===== src/sv/fabs_pkg.sv =====
// Shared types, constants and register codes for the fill-and-brew sequencer.
`default_nettype none

package fabs_pkg;

  // Fixed process limits
  localparam logic [11:0] ONE_LITRE_LEVEL  = 12'd680;
  localparam logic [31:0] FILL1_TIMEOUT_MS = 32'd30000;
  localparam logic [16:0] FILL2_DEFAULT_MS = 17'd30000;
  localparam logic [1:0]  CONFIRM_TICKS    = 2'd3;
  localparam logic [15:0] MS_PER_MINUTE    = 16'd60000;
  localparam int unsigned BREW_LIMIT_W     = 22;
  localparam int unsigned CFG_INDEX_W      = 3;
  localparam int unsigned CFG_DATA_W       = 17;

  typedef enum logic [2:0] {
    PH_IDLE   = 3'd0,
    PH_INIT   = 3'd1,
    PH_FILL1  = 3'd2,
    PH_FILL2  = 3'd3,
    PH_BREW   = 3'd4,
    PH_DECIDE = 3'd5,
    PH_DONE   = 3'd6,
    PH_ERROR  = 3'd7
  } phase_t;

  typedef enum logic [1:0] {
    FAULT_NONE      = 2'd0,
    FAULT_FILL1_TO  = 2'd1,
    FAULT_FILL2_TO  = 2'd2,
    FAULT_LOW_LEVEL = 2'd3
  } fault_t;

  typedef enum logic [2:0] {
    CFG_TARGET_LEVEL  = 3'd0,
    CFG_PROTECT_LEVEL = 3'd1,
    CFG_STAGE_TWO_TO  = 3'd2,
    CFG_BREW_MINUTES  = 3'd3,
    CFG_MANUAL_DRAIN  = 3'd4
  } cfg_reg_t;

  typedef struct packed {
    logic [11:0] level_sample;
    logic        run_request;
    logic [31:0] now_ms;
  } in_item_t;

  typedef struct packed {
    logic   inlet_open;
    logic   pump_on;
    logic   sampling_on;
    logic   clear_run;
    logic   drain_request;
    phase_t phase;
    fault_t fault_cause;
  } out_item_t;

  // Settings as the sequencer consumes them (limits already scaled)
  typedef struct packed {
    logic [11:0]             target_level;
    logic [11:0]             protect_level;
    logic [16:0]             fill2_limit_ms;
    logic [BREW_LIMIT_W-1:0] brew_limit_ms;
    logic                    manual_drain;
  } cfg_t;

endpackage

`default_nettype wire


===== src/sv/fabs_cfg.sv =====
// Configuration register file; scales brew time and substitutes the default fill-2 timeout.
`default_nettype none

module fabs_cfg
  import fabs_pkg::*;
(
  input  wire logic                   clk,
  input  wire logic                   rst,
  input  wire logic                   wr_en,
  input  wire logic [CFG_INDEX_W-1:0] wr_index,
  input  wire logic [CFG_DATA_W-1:0]  wr_data,
  output cfg_t                        cfg
);

  cfg_t cfg_q;

  // Write one register per transaction; unknown indexes are ignored
  always_ff @(posedge clk) begin
    if (rst) begin
      cfg_q.target_level   <= '0;
      cfg_q.protect_level  <= '0;
      cfg_q.fill2_limit_ms <= FILL2_DEFAULT_MS;
      cfg_q.brew_limit_ms  <= '0;
      cfg_q.manual_drain   <= 1'b0;
    end else if (wr_en) begin
      case (wr_index)
        CFG_TARGET_LEVEL:  cfg_q.target_level  <= wr_data[11:0];
        CFG_PROTECT_LEVEL: cfg_q.protect_level <= wr_data[11:0];
        CFG_STAGE_TWO_TO: begin
          // Zero timeout falls back to the default
          cfg_q.fill2_limit_ms <= (wr_data == '0) ? FILL2_DEFAULT_MS : wr_data;
        end
        CFG_BREW_MINUTES: begin
          cfg_q.brew_limit_ms <= BREW_LIMIT_W'(wr_data[5:0]) *
                                 BREW_LIMIT_W'(MS_PER_MINUTE);
        end
        CFG_MANUAL_DRAIN:  cfg_q.manual_drain  <= wr_data[0];
        default: ;
      endcase
    end
  end

  assign cfg = cfg_q;

endmodule

`default_nettype wire


===== src/sv/fill_and_brew_sequencer.sv =====
// Top level of the fill-and-brew sequencer: phase machine and result register.
//
//   channel | direction | handshake             | payload
//   in      | input     | in_valid / in_ready   | in_data   (in_item_t)
//   out     | output    | out_valid / out_ready | out_data  (out_item_t)
//   cfg     | input     | cfg_valid / cfg_ready | cfg_index, cfg_data
//
// One tick item is taken per cycle unless stalled; its result appears in the result
// register in the cycle after acceptance. The phase update is one 32-bit subtract and
// compare deep. Input is taken whenever the result register is empty or being
// drained, so a stalled consumer holds off the producer only while a result waits.
// Synchronous reset returns to idle with all drives off; cfg_ready is always high.
`default_nettype none

module fill_and_brew_sequencer
  import fabs_pkg::*;
(
  input  wire logic                   clk,
  input  wire logic                   rst,
  input  wire logic                   in_valid,
  output      logic                   in_ready,
  input  wire in_item_t               in_data,
  output      logic                   out_valid,
  input  wire logic                   out_ready,
  output out_item_t                   out_data,
  input  wire logic                   cfg_valid,
  output      logic                   cfg_ready,
  input  wire logic [CFG_INDEX_W-1:0] cfg_index,
  input  wire logic [CFG_DATA_W-1:0]  cfg_data
);

  cfg_t cfg;

  fabs_cfg u_cfg (
    .clk      (clk),
    .rst      (rst),
    .wr_en    (cfg_valid & cfg_ready),
    .wr_index (cfg_index),
    .wr_data  (cfg_data),
    .cfg      (cfg)
  );

  assign cfg_ready = 1'b1;

  // Sequencer state
  phase_t      phase, phase_next;
  logic [31:0] phase_start, phase_start_next;
  logic [31:0] brew_start, brew_start_next;
  logic [1:0]  confirm_count, confirm_count_next;
  logic        inlet, inlet_next;
  logic        pump, pump_next;
  logic        sampling, sampling_next;
  fault_t      fault, fault_next;
  logic        clear_run, drain_request;

  logic        in_fire;
  logic [31:0] phase_elapsed, brew_elapsed;
  logic [1:0]  count_inc;
  logic        below_litre, at_target, below_protect, count_full;

  assign in_ready = ~out_valid | out_ready;
  assign in_fire  = in_valid & in_ready;

  assign phase_elapsed = in_data.now_ms - phase_start;
  assign brew_elapsed  = in_data.now_ms - brew_start;
  assign count_inc     = confirm_count + 2'd1;
  assign count_full    = (count_inc >= CONFIRM_TICKS);
  assign below_litre   = (in_data.level_sample < ONE_LITRE_LEVEL);
  assign at_target     = (in_data.level_sample >= cfg.target_level);
  assign below_protect = (in_data.level_sample < cfg.protect_level);

  // Next state and result for the tick at the input
  always_comb begin
    phase_next         = phase;
    phase_start_next   = phase_start;
    brew_start_next    = brew_start;
    confirm_count_next = confirm_count;
    inlet_next         = inlet;
    pump_next          = pump;
    sampling_next      = sampling;
    fault_next         = fault;
    clear_run          = 1'b0;
    drain_request      = 1'b0;

    if (!in_data.run_request) begin
      // Run dropped: close everything and return to idle
      if (phase != PH_IDLE) begin
        sampling_next      = 1'b0;
        inlet_next         = 1'b0;
        pump_next          = 1'b0;
        confirm_count_next = '0;
        phase_next         = PH_IDLE;
        phase_start_next   = '0;
        brew_start_next    = '0;
        fault_next         = FAULT_NONE;
      end
    end else begin
      case (phase)
        PH_IDLE: phase_next = PH_INIT;
        PH_INIT: begin
          inlet_next         = 1'b0;
          pump_next          = 1'b0;
          sampling_next      = 1'b1;
          phase_start_next   = in_data.now_ms;
          confirm_count_next = '0;
          phase_next         = PH_FILL1;
        end
        PH_FILL1: begin
          if (below_litre && (phase_elapsed >= FILL1_TIMEOUT_MS)) begin
            inlet_next = 1'b0;
            clear_run  = 1'b1;
            fault_next = FAULT_FILL1_TO;
            phase_next = PH_ERROR;
          end else if (below_litre) begin
            confirm_count_next = '0;
            inlet_next         = 1'b1;
          end else if (count_full) begin
            phase_start_next   = in_data.now_ms;
            confirm_count_next = '0;
            phase_next         = PH_FILL2;
          end else begin
            confirm_count_next = count_inc;
            inlet_next         = 1'b1;
          end
        end
        PH_FILL2: begin
          if (phase_elapsed >= 32'(cfg.fill2_limit_ms)) begin
            inlet_next = 1'b0;
            clear_run  = 1'b1;
            fault_next = FAULT_FILL2_TO;
            phase_next = PH_ERROR;
          end else if (!at_target) begin
            confirm_count_next = '0;
            inlet_next         = 1'b1;
          end else if (count_full) begin
            inlet_next         = 1'b0;
            confirm_count_next = '0;
            brew_start_next    = in_data.now_ms;
            phase_next         = PH_BREW;
          end else begin
            confirm_count_next = count_inc;
            inlet_next         = 1'b1;
          end
        end
        PH_BREW: begin
          // Level check runs before the brew timer
          if (below_protect && count_full) begin
            pump_next          = 1'b0;
            clear_run          = 1'b1;
            confirm_count_next = '0;
            fault_next         = FAULT_LOW_LEVEL;
            phase_next         = PH_ERROR;
          end else begin
            confirm_count_next = below_protect ? count_inc : 2'd0;
            if (brew_elapsed >= 32'(cfg.brew_limit_ms)) begin
              pump_next  = 1'b0;
              phase_next = PH_DECIDE;
            end else begin
              pump_next = 1'b1;
            end
          end
        end
        PH_DECIDE: begin
          drain_request = ~cfg.manual_drain;
          clear_run     = 1'b1;
          phase_next    = PH_DONE;
        end
        PH_DONE: begin
          sampling_next = 1'b0;
          clear_run     = 1'b1;
          phase_next    = PH_IDLE;
        end
        PH_ERROR: begin
          inlet_next    = 1'b0;
          pump_next     = 1'b0;
          sampling_next = 1'b0;
        end
        default: phase_next = PH_IDLE;
      endcase
    end
  end

  // Advance state on each accepted tick
  always_ff @(posedge clk) begin
    if (rst) begin
      phase         <= PH_IDLE;
      phase_start   <= '0;
      brew_start    <= '0;
      confirm_count <= '0;
      inlet         <= 1'b0;
      pump          <= 1'b0;
      sampling      <= 1'b0;
      fault         <= FAULT_NONE;
    end else if (in_fire) begin
      phase         <= phase_next;
      phase_start   <= phase_start_next;
      brew_start    <= brew_start_next;
      confirm_count <= confirm_count_next;
      inlet         <= inlet_next;
      pump          <= pump_next;
      sampling      <= sampling_next;
      fault         <= fault_next;
    end
  end

  // Hold the result until the consumer takes the transaction
  always_ff @(posedge clk) begin
    if (rst) begin
      out_valid <= 1'b0;
    end else if (in_fire) begin
      out_valid <= 1'b1;
    end else if (out_ready) begin
      out_valid <= 1'b0;
    end
  end

  always_ff @(posedge clk) begin
    if (in_fire) begin
      out_data.inlet_open    <= inlet_next;
      out_data.pump_on       <= pump_next;
      out_data.sampling_on   <= sampling_next;
      out_data.clear_run     <= clear_run;
      out_data.drain_request <= drain_request;
      out_data.phase         <= phase_next;
      out_data.fault_cause   <= fault_next;
    end
  end

endmodule

`default_nettype wire


===== config.mk =====
export PLATFORM = sky130hd
export DESIGN_NAME = fill_and_brew_sequencer
export DESIGN_NICKNAME = d
export VERILOG_FILES = /design/src/sv/fabs_pkg.sv /design/src/sv/fabs_cfg.sv /design/src/sv/fill_and_brew_sequencer.sv
export SDC_FILE = /design/constraint.sdc
export NUM_CORES = 1
export LEC_CHECK = 0
export ABC_CLOCK_PERIOD_IN_PS = 4800
export BUFFER_PORTS_ARGS = -buffer_cell sky130_fd_sc_hd__buf_4
export CORE_UTILIZATION = 45
export DETAILED_ROUTE_END_ITERATION = 7
export PLACE_DENSITY_LB_ADDON = 0.2
export SLEW_MARGIN = 10
export SYNTH_ARGS = -nofsm -noshare
export SYNTH_HDL_FRONTEND = slang
export SYNTH_HIERARCHICAL = 1
export SYNTH_SLANG_ARGS = --single-unit

===== constraint.sdc =====
create_clock -name clk -period 4.8 [get_ports clk]
set_clock_uncertainty 0.15 [all_clocks]
set_input_delay 0.96 -clock clk [delete_from_list [all_inputs] [get_ports clk]]
set_output_delay 0.96 -clock clk [all_outputs]
set_load 0.05 [all_outputs]

* After elaboration in Yosys (flattened, before gate mapping)
Cells that the tools add are included.
** Operators by class
- $add $sub $neg :: 3
- Multiply operators :: 1
- Divide/modulo/power cells :: 0
- $lt $le $gt $ge :: 7
- Equal/unequal tests :: 21
- Shift operators :: 0
- Multiplexer cells :: 61
- Bitwise operators :: 4
- Reduce and logical (&&, ||, !) cells :: 20
** Operators with widths (number)
- $mux 32 :: 9
- $pmux 32 s2 :: 1
- $sub 32x32->32 :: 2
- $ge 32x15->1 const B :: 1
- $ge 32x17->1 :: 1
- $ge 32x22->1 :: 1
- $mux 3 :: 10
- $mux 2 :: 14
- $pmux 3 s7 :: 1
- $mux 1 :: 19
- $logic_not 17->1 :: 1
- $mul 6x11->17 const B :: 1
- $mux 17 :: 1
- $eq 3x3->1 const B :: 5
- $eq 3x2->1 const B :: 4
- $ge 12x12->1 :: 1
- $lt 12x10->1 const B :: 1
- $lt 12x12->1 :: 1
- $ne 3x3->1 const B :: 4
- $reduce_and 2->1 :: 6
- $reduce_and 6->1 :: 2
- $pmux 2 s4 :: 1
- $eq 3x1->1 const B :: 2
- $logic_not 3->1 :: 2
- 18 further kinds :: 26
** Storage, ports and cells
- Register bits after elaboration :: 144
- Latch bits :: 0
- RAM bits :: 0
- ROM bits :: 0
- Input port bits :: 70
- Output and inout port bits :: 13
- Word-level logic and storage cells :: 138
- Memories :: 0

* Depth between registers and ports, before layout
- Depth after elaboration :: 7
- Mapped depth :: 23
- Depth with buffers taken out :: 23

* Cells and area by module
Netlist, hierarchy kept.
** By module, submodules not included
- fill_and_brew_sequencer :: times used 1, cells an instance 1311, area each 9422.8 um2, seq. area each 1801.7 um2
- fabs_cfg :: times used 1, cells an instance 406, area each 3404.5 um2, seq. area each 1181.1 um2

* Worst setup path after synthesis
Ideal clock, no wire load.
- Kind :: in2reg
- From :: input port in_data[0] (netlist name)
- To :: register pump
- Setup time :: 0.070 ns
- Arrival time :: 4.749 ns
- Data required time :: 4.580 ns
- Slack :: -0.169 ns
- Cell stages on the path :: 23
- Buffers on the path :: 0
- Path through :: inv_1 ha_1 inv_1 fa_1 a21o_1 a311o_1 nand2_1 o21ai_0 and2_1 o21ai_0 nand2b_1 a21oi_1 xnor2_1 ha_1 o21ai_0 o21ai_0 o211ai_1 nand4_1 a2111oi_2 and4b_1 nand3_2 or4_1 a21oi_1
** On the way
- Longest elaborated chain between the ends :: 6
** RTL lines
- start, declared :: RTL line fill_and_brew_sequencer.sv:22 : input wire in_item_t in_data,
- $sub 32x32->32 :: RTL line fill_and_brew_sequencer.sv:65 : assign brew_elapsed = in_data.now_ms - brew_start;
- $ge 32x22->1 :: RTL line fill_and_brew_sequencer.sv:155 : if (brew_elapsed >= 32'(cfg.brew_limit_ms)) begin
- $mux 1 :: RTL line fill_and_brew_sequencer.sv:155
- $mux 1 :: RTL line fill_and_brew_sequencer.sv:147 : if (below_protect && count_full) begin
- $pmux 1 s2 :: RTL line fill_and_brew_sequencer.sv:98 : case (phase)
- $mux 1 :: RTL line fill_and_brew_sequencer.sv:85 : if (!in_data.run_request) begin
- end signal, assigned :: RTL line fill_and_brew_sequencer.sv:200 : pump <= pump_next;
- end, declared :: RTL line fill_and_brew_sequencer.sv:51 : logic pump, pump_next;
Every way passes these cells.
A chain may end at the register's enable or synchronous reset.

* Worst setup path in the final report
- From :: input port in_data[5] (netlist name)
- To :: register pump
Same word-level chain as after synthesis.

==> run summary <==
Top cell family by delay on the critical path: compound AO/OA/AOI/OAI gates
TritonRoute pass-1 iters: 5
Total power: 0.00379 W
Via Count: 12900
F_max: 0.211 GHz
Cts bufs inserted: 17
Final Max Tran Viols: 0
WP data arrival: 4950 ps
Routed WL: 37400 um
Worst Slack Setup Final: 69.1 ps
Max-cap violations: 0
RSZ-0062 raised after global routing: yes
Place WS: -435 ps
Total core area: 0.0279 sq mm
CTS tree: built
Wire length of the first global-routing pass: 60300 um
Max VDD drop: 241 uV
Clock Tree Buf Depth: 2
Initial antenna violation count: 0
FF-to-FF setup slack: 350 ps
Die Area: 0.0292 sq mm
Tmin final: 4730 ps
Kind of critical path: in2reg
Crit-path max cell delay: 430 ps
Final std cells w/o fill: 2263
Vias in the first global route: 12300
Reg-to-Reg End: pump
Leakage power total: 6.12 nW
Pin count of the biggest net entering global routing: 80
Most frequent cell after synthesis: nand2_1
Initial Util: 45.9%
Synth Flop Type: dfxtp_1
Ports: 83
Unique masters post-synth: 87
Share of layout cells above drive strength 1: 15.9%
Final worst path period share: 98.6%
Pwr/cell area: 248 mW/mm^2
Die width: 171 um
# port buffers: 81
Synth Cell Area: 0.0128 sq mm
Run status: complete, no violations
Row cnt: 61
CP startpoint kind: primary input
Clk_lat worst skew: 450 ps
Nets: 2125
Vias per cell: 5.69
Min-delay src: phase_start[19]
Wire per inst: 16.5 um
Die H: 171 um
CTS root buffer: clkbuf_16
R2r startpoint: brew_start[8]
GR Util All Layers: 26.0%
Req. time, crit path: 5020 ps
Final ANT Viol Nets: 0
#FFs+latches synth: 144
Area leader, netlist: dfxtp_1
Share of the synthesized area in the top cell type: 20.9%
# hold bufs at CTS: 0
Cell Area, Placed: 0.0146 sq mm
Hold EP: phase_start[19]
Worst path slowest cell: or4_1
Syn Inst Count: 1717
Slew HR: 37.0%
Overflow after GRT: 0
Critical path peak fanout: 3
Final GP Congestion: 0.948
Clock Pin Slew Worst Setup and Hold Paths: 70 ps
Final setup TNS: 0 ps
Largest cells by area after synthesis: dfxtp_1, ha_1, a21oi_1, nand2_1, inv_1
Post-DP HPWL: 29000 um
Register area share after synthesis: 23.3%
Drt drc: 0
Post-Place Cells: 2228
Syn Area/Cell: 7.47 sq um
Critical-path cell list: buf_4, ha_1, o21a_1, o2111ai_1, a31o_2, nand3_1, nor2_2, o31ai_2, a21bo_2, a21o_1, a21oi_1, xnor2_1, ha_1, a2111oi_0, nand4_1, a2111oi_2, and4b_1, nand3_2, or4_1, a21oi_1
Syn-to-layout area delta: 19.4%
Top cells by count, synth: nand2_1, a21oi_1, ha_1, inv_1, dfxtp_1
Slew @ Worst Pin: 942 ps
Clock H-tree levels: 4
Diode count: 0
Synth warn: 6
Hold Path Stages: 2
Hold Fails Final Rpt: 0
Fillcell total: 2754
Clock sink count: 144
Post-route design area: 0.0153 sq mm
Tightest Hold Check Type: reg2reg
CP Capture Type: register
Number of buffers and inverters on the critical path: 1
Setup violators final: 0
Async SR Flop Fraction: 0%
Post-synth EDFFs: 10
First DRT Iteration DRCs: 779
Reg2reg path depth: 20
[report_power, final]
part / internal (W) / switching (W) / leakage (nW)
Clock: 0.000783 / 0.000598 / 0.291
Sequential: 0.00123 / 0.0000157 / 1.18
Combinational: 0.000497 / 0.000667 / 4.64
Total: 0.00251 / 0.00128 / 6.12
[per-layer routing]
layer	global-route usage [%]	vias to the layer above	share of wire, %
met2	44.6	336	48
met5	0	-	0
li1	-	6423	-
met1	33.4	6054	46
met3	3.15	72	3.9
met4	9.51	0	2.7
[kinds of logic after synthesis]
family                   share of synthesized area, %
multiplexers                                    0.478
AND/OR/NAND/NOR                                  22.7
XOR/XNOR                                         3.21
other                                          0.0585
buffers and inverters                            7.65
adder cells (fa/ha/maj)                          18.6
AO/OA/AOI/OAI                                    24.1
flip-flops                                       23.3
[repair_timing]
item / 4_1_cts / 5_1_grt
gates resized for setup: 0 / 39
endpoints found under the setup margin: 0 / 43
buffers inserted: 0 / 3
[worst max path at each step]
| stage | from | to | slack (ps) | cells after the start |
|---|---|---|---|---|
| 3_3_place_gp | in_data[8] | pump | -390 | 21 |
| 5_1_grt | in_data[0] | pump | -110 | 24 |
| 6_report | in_data[5] | pump | 70 | 20 |
| 4_1_cts | in_data[8] | pump | 20 | 22 |
| 2_1_floorplan | in_data[0] | pump | 40 | 23 |
| 3_5_place_dp | in_data[8] | pump | -440 | 22 |
[cell type report]
cell class              instances  area (sq um)  share of cell area [%]
multi-input cells            1331          9000                    58.8
well taps                     378           473                    3.09
clock inverters                15           173                    1.13
inverters                     167           632                    4.13
flip-flops and latches        144          2980                    19.5
repair buffers                211          1630                    10.6
clock buffers                  17           425                    2.78
[placed cells by master (no fill, tap or decap), types with 7 or more instances in the layout]
| cell | n |
|---|---|
| o21ai_0 | 68 |
| o21ai_1 | 11 |
| edfxtp_1 | 10 |
| nor4_1 | 8 |
| nand4_1 | 16 |
| clkbuf_16 | 17 |
| o22ai_1 | 13 |
| ha_1 | 169 |
| a31oi_1 | 11 |
| and2_1 | 14 |
| nand2_1 | 219 |
| inv_1 | 164 |
| xor2_1 | 24 |
| nor2_1 | 86 |
| fa_1 | 11 |
| nor3_1 | 21 |
| and3_1 | 12 |
| dfxtp_1 | 134 |
| o31ai_1 | 7 |
| nand2b_1 | 21 |
| o211ai_1 | 10 |
| a21o_1 | 36 |
| or2_2 | 9 |
| a211oi_1 | 21 |
| nor2b_1 | 13 |
| buf_4 | 207 |
| a21oi_1 | 201 |
| and4_1 | 12 |
| or3_1 | 12 |
| xnor2_1 | 23 |
| nand3_1 | 122 |
| o21a_1 | 14 |
[state kept, by name, indices dropped and copies added, names as in the netlist]
| signal | flops |
|---|---|
| out_valid | 1 |
| phase_start | 32 |
| phase | 3 |
| sampling | 1 |
| fault | 2 |
| u_cfg/cfg | 59 |
| brew_start | 32 |
| inlet | 1 |
| confirm_count | 2 |
| out_data | 10 |
| pump | 1 |
[per-stage QoR]
stage               hold slack (ps)  util [%]
floorplan                       282         -
global placement                288      52.2
detailed placement              294      52.2
CTS                             302      54.3
global route                    316      54.8
finish                          302      54.8
[worst min-delay path, stage by stage (launching register included)]
cell and delay (ps):
dfxtp_1 310, nand2_1 50, a21oi_1 50
Power figures use the tool's default switching activity.
